## config.mk

```make
export PLATFORM = sky130hd
export DESIGN_NAME = arc_point_generator
export DESIGN_NICKNAME = d
export VERILOG_FILES = /design/src/sv/apg_pkg.sv /design/src/sv/arc_point_generator.sv /design/src/sv/apg_front.sv /design/src/sv/apg_queue.sv /design/src/sv/apg_back.sv
export SDC_FILE = /design/constraint.sdc
export NUM_CORES = 2
export LEC_CHECK = 0
export BUFFER_PORTS_ARGS = -buffer_cell sky130_fd_sc_hd__buf_2
export CORE_MARGIN = 3
export CORE_UTILIZATION = 30
export CTS_CLUSTER_DIAMETER = 100
export DETAILED_ROUTE_END_ITERATION = 6
export PLACE_DENSITY = 0.5
export SYNTH_ARGS = -nofsm -noshare
export SYNTH_HDL_FRONTEND = slang
export SYNTH_SLANG_ARGS = --single-unit
```

## constraint.sdc

```tcl
create_clock -name clk -period 6.97 [get_ports clk]
set_input_delay 1.394 -clock clk [delete_from_list [all_inputs] [get_ports clk]]
set_output_delay 1.394 -clock clk [all_outputs]
set_load 0.01 [all_outputs]
```

## src/sv/apg_pkg.sv

```systemverilog
// package for the arc point generator: quarter-wave sine table, trig helpers
// and the job record that travels from the walk front end to the point back end
// no dependencies
`default_nettype none

package apg_pkg;

  localparam int QueueDepth = 4;
  localparam int QueuePtrW  = $clog2(QueueDepth);

  localparam logic [1:0] QUAD_FIRST  = 2'd0;
  localparam logic [1:0] QUAD_SECOND = 2'd1;
  localparam logic [1:0] QUAD_THIRD  = 2'd2;
  localparam logic [1:0] QUAD_FOURTH = 2'd3;

  localparam logic [9:0] QUARTER_TURN = 10'd256;

  localparam logic [7:0] QUARTER_SINE [256] = '{
    8'd0, 8'd2, 8'd3, 8'd5, 8'd6, 8'd8, 8'd9, 8'd11, 8'd13, 8'd14, 8'd16, 8'd17,
    8'd19, 8'd20, 8'd22, 8'd24, 8'd25, 8'd27, 8'd28, 8'd30, 8'd31, 8'd33, 8'd34,
    8'd36, 8'd38, 8'd39, 8'd41, 8'd42, 8'd44, 8'd45, 8'd47, 8'd48, 8'd50, 8'd51,
    8'd53, 8'd55, 8'd56, 8'd58, 8'd59, 8'd61, 8'd62, 8'd64, 8'd65, 8'd67, 8'd68,
    8'd70, 8'd71, 8'd73, 8'd74, 8'd76, 8'd77, 8'd79, 8'd80, 8'd82, 8'd83, 8'd85,
    8'd86, 8'd88, 8'd89, 8'd91, 8'd92, 8'd94, 8'd95, 8'd96, 8'd98, 8'd99, 8'd101,
    8'd102, 8'd104, 8'd105, 8'd107, 8'd108, 8'd109, 8'd111, 8'd112, 8'd114, 8'd115,
    8'd116, 8'd118, 8'd119, 8'd121, 8'd122, 8'd123, 8'd125, 8'd126, 8'd127, 8'd129,
    8'd130, 8'd132, 8'd133, 8'd134, 8'd136, 8'd137, 8'd138, 8'd140, 8'd141, 8'd142,
    8'd143, 8'd145, 8'd146, 8'd147, 8'd149, 8'd150, 8'd151, 8'd152, 8'd154, 8'd155,
    8'd156, 8'd157, 8'd159, 8'd160, 8'd161, 8'd162, 8'd164, 8'd165, 8'd166, 8'd167,
    8'd168, 8'd169, 8'd171, 8'd172, 8'd173, 8'd174, 8'd175, 8'd176, 8'd178, 8'd179,
    8'd180, 8'd181, 8'd182, 8'd183, 8'd184, 8'd185, 8'd186, 8'd187, 8'd188, 8'd190,
    8'd191, 8'd192, 8'd193, 8'd194, 8'd195, 8'd196, 8'd197, 8'd198, 8'd199, 8'd200,
    8'd201, 8'd202, 8'd203, 8'd203, 8'd204, 8'd205, 8'd206, 8'd207, 8'd208, 8'd209,
    8'd210, 8'd211, 8'd212, 8'd213, 8'd213, 8'd214, 8'd215, 8'd216, 8'd217, 8'd218,
    8'd218, 8'd219, 8'd220, 8'd221, 8'd222, 8'd222, 8'd223, 8'd224, 8'd225, 8'd225,
    8'd226, 8'd227, 8'd228, 8'd228, 8'd229, 8'd230, 8'd230, 8'd231, 8'd232, 8'd232,
    8'd233, 8'd234, 8'd234, 8'd235, 8'd235, 8'd236, 8'd237, 8'd237, 8'd238, 8'd238,
    8'd239, 8'd239, 8'd240, 8'd241, 8'd241, 8'd242, 8'd242, 8'd243, 8'd243, 8'd243,
    8'd244, 8'd244, 8'd245, 8'd245, 8'd246, 8'd246, 8'd247, 8'd247, 8'd247, 8'd248,
    8'd248, 8'd248, 8'd249, 8'd249, 8'd249, 8'd250, 8'd250, 8'd250, 8'd251, 8'd251,
    8'd251, 8'd251, 8'd252, 8'd252, 8'd252, 8'd252, 8'd253, 8'd253, 8'd253, 8'd253,
    8'd253, 8'd254, 8'd254, 8'd254, 8'd254, 8'd254, 8'd254, 8'd254, 8'd255, 8'd255,
    8'd255, 8'd255, 8'd255, 8'd255, 8'd255, 8'd255, 8'd255, 8'd255, 8'd255
  };

  typedef struct packed {
    logic [9:0]         angle;
    logic signed [15:0] radius;
    logic [15:0]        cx;
    logic [15:0]        cy;
    logic               last;
  } job_t;

  // 1024 steps per turn, only the low ten angle bits matter
  function automatic logic signed [8:0] sine_of(input logic [9:0] ang);
    logic [1:0] quad;
    logic [7:0] low;
    logic [7:0] mag;
    begin
      quad = ang[9:8];
      low  = ang[7:0];
      if (quad == QUAD_FIRST || quad == QUAD_THIRD) begin
        mag = QUARTER_SINE[low];
      end else begin
        mag = QUARTER_SINE[~low];
      end
      if (quad == QUAD_THIRD || quad == QUAD_FOURTH) begin
        sine_of = -$signed({1'b0, mag});
      end else begin
        sine_of = $signed({1'b0, mag});
      end
    end
  endfunction

  function automatic logic signed [8:0] cosine_of(input logic [9:0] ang);
    logic [9:0] shifted;
    begin
      shifted   = ang + QUARTER_TURN;
      cosine_of = sine_of(shifted);
    end
  endfunction

endpackage

`default_nettype wire

```

## src/sv/arc_point_generator.sv

```systemverilog
// top level of the arc point generator: walk front end, job queue, point back end
// uses apg_pkg, apg_front, apg_queue, apg_back
//
//   channel   direction  handshake            payload
//   request   in         in_valid / in_stall  mode, center_x .. curve_phase
//   point     out        out_valid / out_stall point_x, point_y, last
//
// one request per cycle sustained while in_stall is low; a tick's point is queued on the edge
// where it is taken, then passes the lookup, multiply and scale-and-add registers in turn
// in_stall is high only while the four-entry job queue is full
// out_stall holds the back end stage by stage; the queue absorbs the difference
// rst is synchronous: clears the walk, the queue and all valid flags, no arc loaded
`default_nettype none

module arc_point_generator import apg_pkg::*; (
  input  wire logic        clk,
  input  wire logic        rst,
  input  wire logic        in_valid,
  output logic             in_stall,
  input  wire logic        mode,
  input  wire logic [15:0] center_x,
  input  wire logic [15:0] center_y,
  input  wire logic [15:0] radius,
  input  wire logic [15:0] start_angle,
  input  wire logic [15:0] finish_angle,
  input  wire logic [7:0]  step,
  input  wire logic        curve_enable,
  input  wire logic [15:0] curve_phase,
  output logic             out_valid,
  input  wire logic        out_stall,
  output logic [15:0]      point_x,
  output logic [15:0]      point_y,
  output logic             last
);

  logic accept;
  logic push;
  job_t push_job;
  logic q_full;
  logic head_valid;
  job_t head_job;
  logic back_ready;
  logic pop;

  assign in_stall = q_full;
  assign accept   = in_valid && !in_stall;
  assign pop      = head_valid && back_ready;

  apg_front u_front (
    .clk          (clk),
    .rst          (rst),
    .accept       (accept),
    .mode         (mode),
    .center_x     (center_x),
    .center_y     (center_y),
    .radius       (radius),
    .start_angle  (start_angle),
    .finish_angle (finish_angle),
    .step         (step),
    .curve_enable (curve_enable),
    .curve_phase  (curve_phase),
    .push         (push),
    .job          (push_job)
  );

  apg_queue u_queue (
    .clk        (clk),
    .rst        (rst),
    .push       (push),
    .push_job   (push_job),
    .full       (q_full),
    .head_valid (head_valid),
    .pop        (pop),
    .head_job   (head_job)
  );

  apg_back u_back (
    .clk       (clk),
    .rst       (rst),
    .job_valid (head_valid),
    .job       (head_job),
    .job_ready (back_ready),
    .out_valid (out_valid),
    .out_stall (out_stall),
    .point_x   (point_x),
    .point_y   (point_y),
    .last      (last)
  );

endmodule

`default_nettype wire

```

## src/sv/apg_front.sv

```systemverilog
// front end of the arc point generator: takes load and tick requests, keeps the
// walk state and pushes one job per point into the queue; uses apg_pkg
`default_nettype none

module apg_front import apg_pkg::*; (
  input  wire logic        clk,
  input  wire logic        rst,
  input  wire logic        accept,
  input  wire logic        mode,
  input  wire logic [15:0] center_x,
  input  wire logic [15:0] center_y,
  input  wire logic [15:0] radius,
  input  wire logic [15:0] start_angle,
  input  wire logic [15:0] finish_angle,
  input  wire logic [7:0]  step,
  input  wire logic        curve_enable,
  input  wire logic [15:0] curve_phase,
  output logic             push,
  output job_t             job
);

  logic        busy;
  logic [15:0] walk_angle;
  logic [15:0] end_angle;
  logic        walk_down;
  logic [7:0]  step_size;
  logic [15:0] centre_x_reg;
  logic [15:0] centre_y_reg;
  logic [15:0] base_radius;
  logic        curve_on;
  logic [15:0] curve_offset;

  logic [9:0]         mod_angle;
  logic signed [8:0]  mod_cos;
  logic [15:0]        radius_now;
  logic [16:0]        angle_up;
  logic [15:0]        angle_dn;
  logic               final_pt;

  assign push = accept && mode && busy;

  // curve mode: radius plus cos(16 * angle + phase)
  always_comb begin
    mod_angle  = {walk_angle[5:0], 4'b0000} + curve_offset[9:0];
    mod_cos    = cosine_of(mod_angle);
    radius_now = curve_on ? base_radius + {{7{mod_cos[8]}}, mod_cos} : base_radius;
  end

  always_comb begin
    angle_up = {1'b0, walk_angle} + {9'd0, step_size};
    angle_dn = walk_angle - {8'd0, step_size};
    if (step_size == 8'd0) begin
      final_pt = 1'b1;
    end else if (!walk_down) begin
      final_pt = angle_up[16] || (angle_up[15:0] > end_angle);
    end else begin
      final_pt = (walk_angle < {8'd0, step_size}) || (angle_dn < end_angle);
    end
  end

  always_comb begin
    job.angle  = walk_angle[9:0];
    job.radius = $signed(radius_now);
    job.cx     = centre_x_reg;
    job.cy     = centre_y_reg;
    job.last   = final_pt;
  end

  always_ff @(posedge clk) begin
    if (rst) begin
      busy <= 1'b0;
    end else if (accept) begin
      if (!mode) begin
        busy <= 1'b1;
      end else if (busy && final_pt) begin
        busy <= 1'b0;
      end
    end
  end

  always_ff @(posedge clk) begin
    if (accept && !mode) begin
      centre_x_reg <= center_x;
      centre_y_reg <= center_y;
      base_radius  <= radius;
      walk_angle   <= start_angle;
      end_angle    <= finish_angle;
      step_size    <= step;
      curve_on     <= curve_enable;
      curve_offset <= curve_phase;
      walk_down    <= !(start_angle < finish_angle);
    end else if (push && !final_pt) begin
      walk_angle <= walk_down ? angle_dn : angle_up[15:0];
    end
  end

endmodule

`default_nettype wire

```

## src/sv/apg_queue.sv

```systemverilog
// short job queue between the walk front end and the point back end
// uses apg_pkg for the job record and the depth
`default_nettype none

module apg_queue import apg_pkg::*; (
  input  wire logic clk,
  input  wire logic rst,
  input  wire logic push,
  input  wire job_t push_job,
  output logic      full,
  output logic      head_valid,
  input  wire logic pop,
  output job_t      head_job
);

  job_t                 slots [QueueDepth];
  logic [QueuePtrW-1:0] wr_ptr;
  logic [QueuePtrW-1:0] rd_ptr;
  logic [QueuePtrW:0]   count;

  assign full       = (count == QueuePtrW'(0) + (QueuePtrW+1)'(QueueDepth));
  assign head_valid = (count != '0);
  assign head_job   = slots[rd_ptr];

  always_ff @(posedge clk) begin
    if (push) begin
      slots[wr_ptr] <= push_job;
    end
  end

  always_ff @(posedge clk) begin
    if (rst) begin
      wr_ptr <= '0;
      rd_ptr <= '0;
      count  <= '0;
    end else begin
      if (push) begin
        wr_ptr <= wr_ptr + 1'b1;
      end
      if (pop) begin
        rd_ptr <= rd_ptr + 1'b1;
      end
      if (push && !pop) begin
        count <= count + 1'b1;
      end else if (pop && !push) begin
        count <= count - 1'b1;
      end
    end
  end

endmodule

`default_nettype wire

```

## src/sv/apg_back.sv

```systemverilog
// back end of the arc point generator: table lookup, multiply, scale and add
// in three registered stages with per-stage flow control; uses apg_pkg
`default_nettype none

module apg_back import apg_pkg::*; (
  input  wire logic  clk,
  input  wire logic  rst,
  input  wire logic  job_valid,
  input  wire job_t  job,
  output logic       job_ready,
  output logic       out_valid,
  input  wire logic  out_stall,
  output logic [15:0] point_x,
  output logic [15:0] point_y,
  output logic        last
);

  // stage 1: trig values
  logic               v1;
  logic signed [8:0]  cos1;
  logic signed [8:0]  sin1;
  logic signed [15:0] rad1;
  logic [15:0]        cx1;
  logic [15:0]        cy1;
  logic               last1;

  // stage 2: products
  logic               v2;
  logic signed [24:0] px2;
  logic signed [24:0] py2;
  logic [15:0]        cx2;
  logic [15:0]        cy2;
  logic               last2;

  logic ready1;
  logic ready2;
  logic ready3;

  logic signed [24:0] px_adj;
  logic signed [24:0] py_adj;

  assign ready3    = !out_valid || !out_stall;
  assign ready2    = !v2 || ready3;
  assign ready1    = !v1 || ready2;
  assign job_ready = ready1;

  // divide by 256 truncating toward zero
  always_comb begin
    px_adj = px2 + (px2[24] ? 25'sd255 : 25'sd0);
    py_adj = py2 + (py2[24] ? 25'sd255 : 25'sd0);
  end

  always_ff @(posedge clk) begin
    if (rst) begin
      v1        <= 1'b0;
      v2        <= 1'b0;
      out_valid <= 1'b0;
    end else begin
      if (ready1) begin
        v1 <= job_valid;
      end
      if (ready2) begin
        v2 <= v1;
      end
      if (ready3) begin
        out_valid <= v2;
      end
    end
  end

  always_ff @(posedge clk) begin
    if (ready1 && job_valid) begin
      cos1  <= cosine_of(job.angle);
      sin1  <= sine_of(job.angle);
      rad1  <= job.radius;
      cx1   <= job.cx;
      cy1   <= job.cy;
      last1 <= job.last;
    end
    if (ready2 && v1) begin
      px2   <= cos1 * rad1;
      py2   <= sin1 * rad1;
      cx2   <= cx1;
      cy2   <= cy1;
      last2 <= last1;
    end
    if (ready3 && v2) begin
      point_x <= cx2 + px_adj[23:8];
      point_y <= cy2 + py_adj[23:8];
      last    <= last2;
    end
  end

endmodule

`default_nettype wire

```

==> results.md <==
* Critical path's slowest cell: edfxtp_1
* Mapped cell area at 0.0400 mm^2
* Reg2reg start: u_front.walk_angle[0]$_DFFE_PP_
* Grt ovf at 0
* DR WL/cell at 18.2 um
* Antenna-violating nets left at 0
* Rows at 133
* Top cell type's share of synthesized area at around two fifths
* Post-CTS sizing at 0
* Clk_skew at 0.0235 ns
* Hold path startpoint: u_back.cx1[11]$_DFFE_PP_
* Chip Width at 371 um
* Final nets at ~4,300
* Worst-case reg-to-reg path depth at 21
* Syn_area_per_cell at ~11 um^2
* Count leader, synth: edfxtp_1
* Syn Nets at 4,202
* CP arrival at 6.85 ns
* Post-DP HPWL at 73,300 um
* Final period util at 92.9%
* Hold_buf cts at 0
* # setup viols final at 0
* Data required time of the critical path at 7.34 ns
* Largest register FFs at 236
* Vias in the first global route at around 28,000
* Insertion delay to the later sink of the worst-skew pair at 0.64 ns
* First-pass GRT wire length at roughly 160,000 um
* Final RePlAce weighted congestion at 0.869
* Critical Path, Cell by Cell: ha_2 -> clkinv_1 -> nor3_1 -> a21oi_1 -> mux4_2 -> mux4_2 -> mux2i_1 -> ha_1 -> inv_1 -> mux2i_1 -> fa_1 -> a21o_1 -> a21oi_1 -> o21ai_0 -> a21o_1 -> a21o_1 -> a21oi_1 -> o21ai_0 -> o21a_1 -> or3_1 -> a31o_2
* H-tree depth at 2
* Number of antenna violations at the first check in global routing at 5
* Core footprint at 0.132 mm^2
* Drt drc at 1
* CTS max path bufs at 3
* Unique masters post-synth at 88
* Num ports at 145
* Hold Path Class: reg -> reg
* Hold path depth at 0
* DR iter-0 viols at 2,068
* Reg-to-Reg End: u_queue.slots[0][45]$_DFFE_PP_
* Slew Limit Fails at 0
* Hold endpoint: u_back.cx2[11]$_DFFE_PP_
* Startpoint types: register
* Top flop regs: u_queue.slots x236, u_back.px2 x25, u_back.py2 x25
* Routed vias/inst at 5.01
* CP Capture Type: register
* Post-synthesis sequential area ratio at 39.6%
* Mapped Cells at 3,570
* Via count at 27,400
* Fmax at 154 MHz
* Area occupied by multi-input gates at ~0.022 mm^2
* Async S/R FF share, synth at 0%
* Failing checks: DRC
* Total global-route track usage at 14.3%
* RSZ-0062 raised after global routing: false
* Synth area leaders: edfxtp_1 (39%), fa_1 (12%), ha_1 (8.7%)
* Final hold violation count at 0
* Num CTS Buffers at 58
* Post-CTS setup buffers at 0
* Commonest cells post-synth: edfxtp_1 (519), inv_1 (294), nand2_1 (279), ha_1 (277), fa_1 (245)
* IO buf count at 138
* Max Cap Violations at 0
* Layout fillers at ~13,000
* 1st-pass router iterations at 7
* CTS tree: yes
* Ys flop type: edfxtp_1
* Largest Register: u_queue.slots
* CTS root buf: clkbuf_16
* Final wirelength at 99,300 um
* Slowest Stage Delay on Critical Path at between 0.5 and 0.6 ns
* CP top delay family: compound AO/OA/AOI/OAI gates
* CP bufs+invs at 2
* Critical path class: reg -> reg
* Seq cells post-synth at around 530
* Outcome: finished with violations
* Clock slew at reported path FFs at 0.06 ns
* Setup TNS Final at 0 ns
* TritonCTS Sinks at 532
* Synth warn at 0
* Die height at approximately 370 um
* Reg area at 0.0159 mm^2
* Largest net degree at the start of global routing at 97
* Die ar. at 0.138 mm^2
* Clock period minus worst slack at 6.48 ns
* FF-to-FF setup slack at between 0.4 and 0.5 ns
* Number of synthesized flops with an enable pin at 519
* Initial Util at 30.3%
* Cell taking the most area after synthesis: edfxtp_1
* Area Growth Syn to Fin at 11.9%
* Share of cells above drive strength 1 at 13.3%
* Rel. slew slack at 28.2%
* Worst-path maximum fanout at 15
* Actual slew at the worst max-slew pin at 1.07 ns
## stage by stage
| stage | hold WS [ns] | setup slack, ns | utilization [%] | area [um^2] | instances |
|---|---|---|---|---|---|
| finish | 0.416 | 0.493 | 34.0 | 44800 | 5470 |
| floorplan | 0.400 | 0.657 | - | 40000 | 3570 |
| global placement | 0.403 | 0.473 | 32.5 | 42900 | 5360 |
| detailed placement | 0.406 | 0.505 | 32.5 | 42900 | 5360 |
| CTS | 0.416 | 0.461 | 34.0 | 44800 | 5468 |
| global route | 0.421 | 0.0353 | 34.0 | 44800 | 5468 |
## worst max-delay path by stage
stage,startpoint,endpoint,slack [ns],depth (start not counted)
final,u_front.walk_angle[0]$_DFFE_PP_,u_queue.slots[0][45]$_DFFE_PP_,0.49,21
after CTS,u_front.walk_angle[0]$_DFFE_PP_,u_queue.slots[1][45]$_DFFE_PP_,0.46,21
after global placement,u_front.walk_angle[0]$_DFFE_PP_,u_queue.slots[0][45]$_DFFE_PP_,0.47,21
after detailed placement,u_front.walk_angle[0]$_DFFE_PP_,u_queue.slots[1][45]$_DFFE_PP_,0.51,21
after global routing,u_front.walk_angle[0]$_DFFE_PP_,u_queue.slots[0][45]$_DFFE_PP_,0.04,23
after floorplan,out_stall,u_queue.count[2]$_SDFFE_PP0P_,0.66,9
## worst reg2reg max path: cells and delay by family (launching register included)
| kind | cells | cell delay [ns] |
|---|---|---|
| AND/OR/NAND/NOR | 2 | 0.70 |
| multiplexers | 4 | 1.30 |
| flip-flops | 1 | 0.56 |
| adder cells (fa/ha/maj) | 3 | 1.17 |
| AO/OA/AOI/OAI | 10 | 1.97 |
| buffers and inverters | 2 | 0.51 |
## placed cells by master (no fill, tap or decap), types with 20 or more instances in the layout
| cell type | instances |
|---|---|
| edfxtp_1 | 519 |
| inv_1 | 293 |
| nand2_1 | 279 |
| ha_1 | 276 |
| fa_1 | 245 |
| nor2_1 | 214 |
| a21oi_1 | 174 |
| and2_1 | 153 |
| xnor2_1 | 141 |
| o21ai_0 | 138 |
| buf_2 | 138 |
| buf_4 | 93 |
| mux4_2 | 81 |
| nand2b_1 | 61 |
| clkbuf_16 | 58 |
| mux2i_1 | 52 |
| xor2_1 | 50 |
| nand3_1 | 49 |
| nor3_1 | 47 |
| a21o_1 | 47 |
| a31oi_1 | 42 |
| o211ai_1 | 39 |
| nor2b_1 | 35 |
| mux2_2 | 28 |
| a211oi_1 | 28 |
| and3_1 | 25 |
| or2_2 | 20 |
## layer usage
layer  routed length, um  up-vias  GRT usage, %
li1                    -    13000             -
met1               45400    13500          19.9
met2               46400      742          23.3
met3                4980      156          2.01
met4                2480        4          4.12
met5                  27        -             0
## cell type report
cell class / instances / area share, %
multi-input cells: 2541 / 49.6
flip-flops and latches: 532 / 35.4
well taps: 1755 / 4.90
clock buffers: 69 / 3.40
repair buffers: 234 / 3.23
inverters: 298 / 2.51
clock inverters: 39 / 0.941
diodes: 2 / 0.0112
## cell families after synthesis
logic type	share of synthesized area [%]
and+or+nand+nor	11.6
DFF	39.6
buffers and inverters	5.02
xor gates and xnor gates	4.18
AOI/OAI and AO/OA	12.0
muxes	6.81
adders and majority gates	20.9
Power is left out: the tool's default activity adds up to more than one toggle a clock period on the data nets, which glitch-free logic cannot reach.
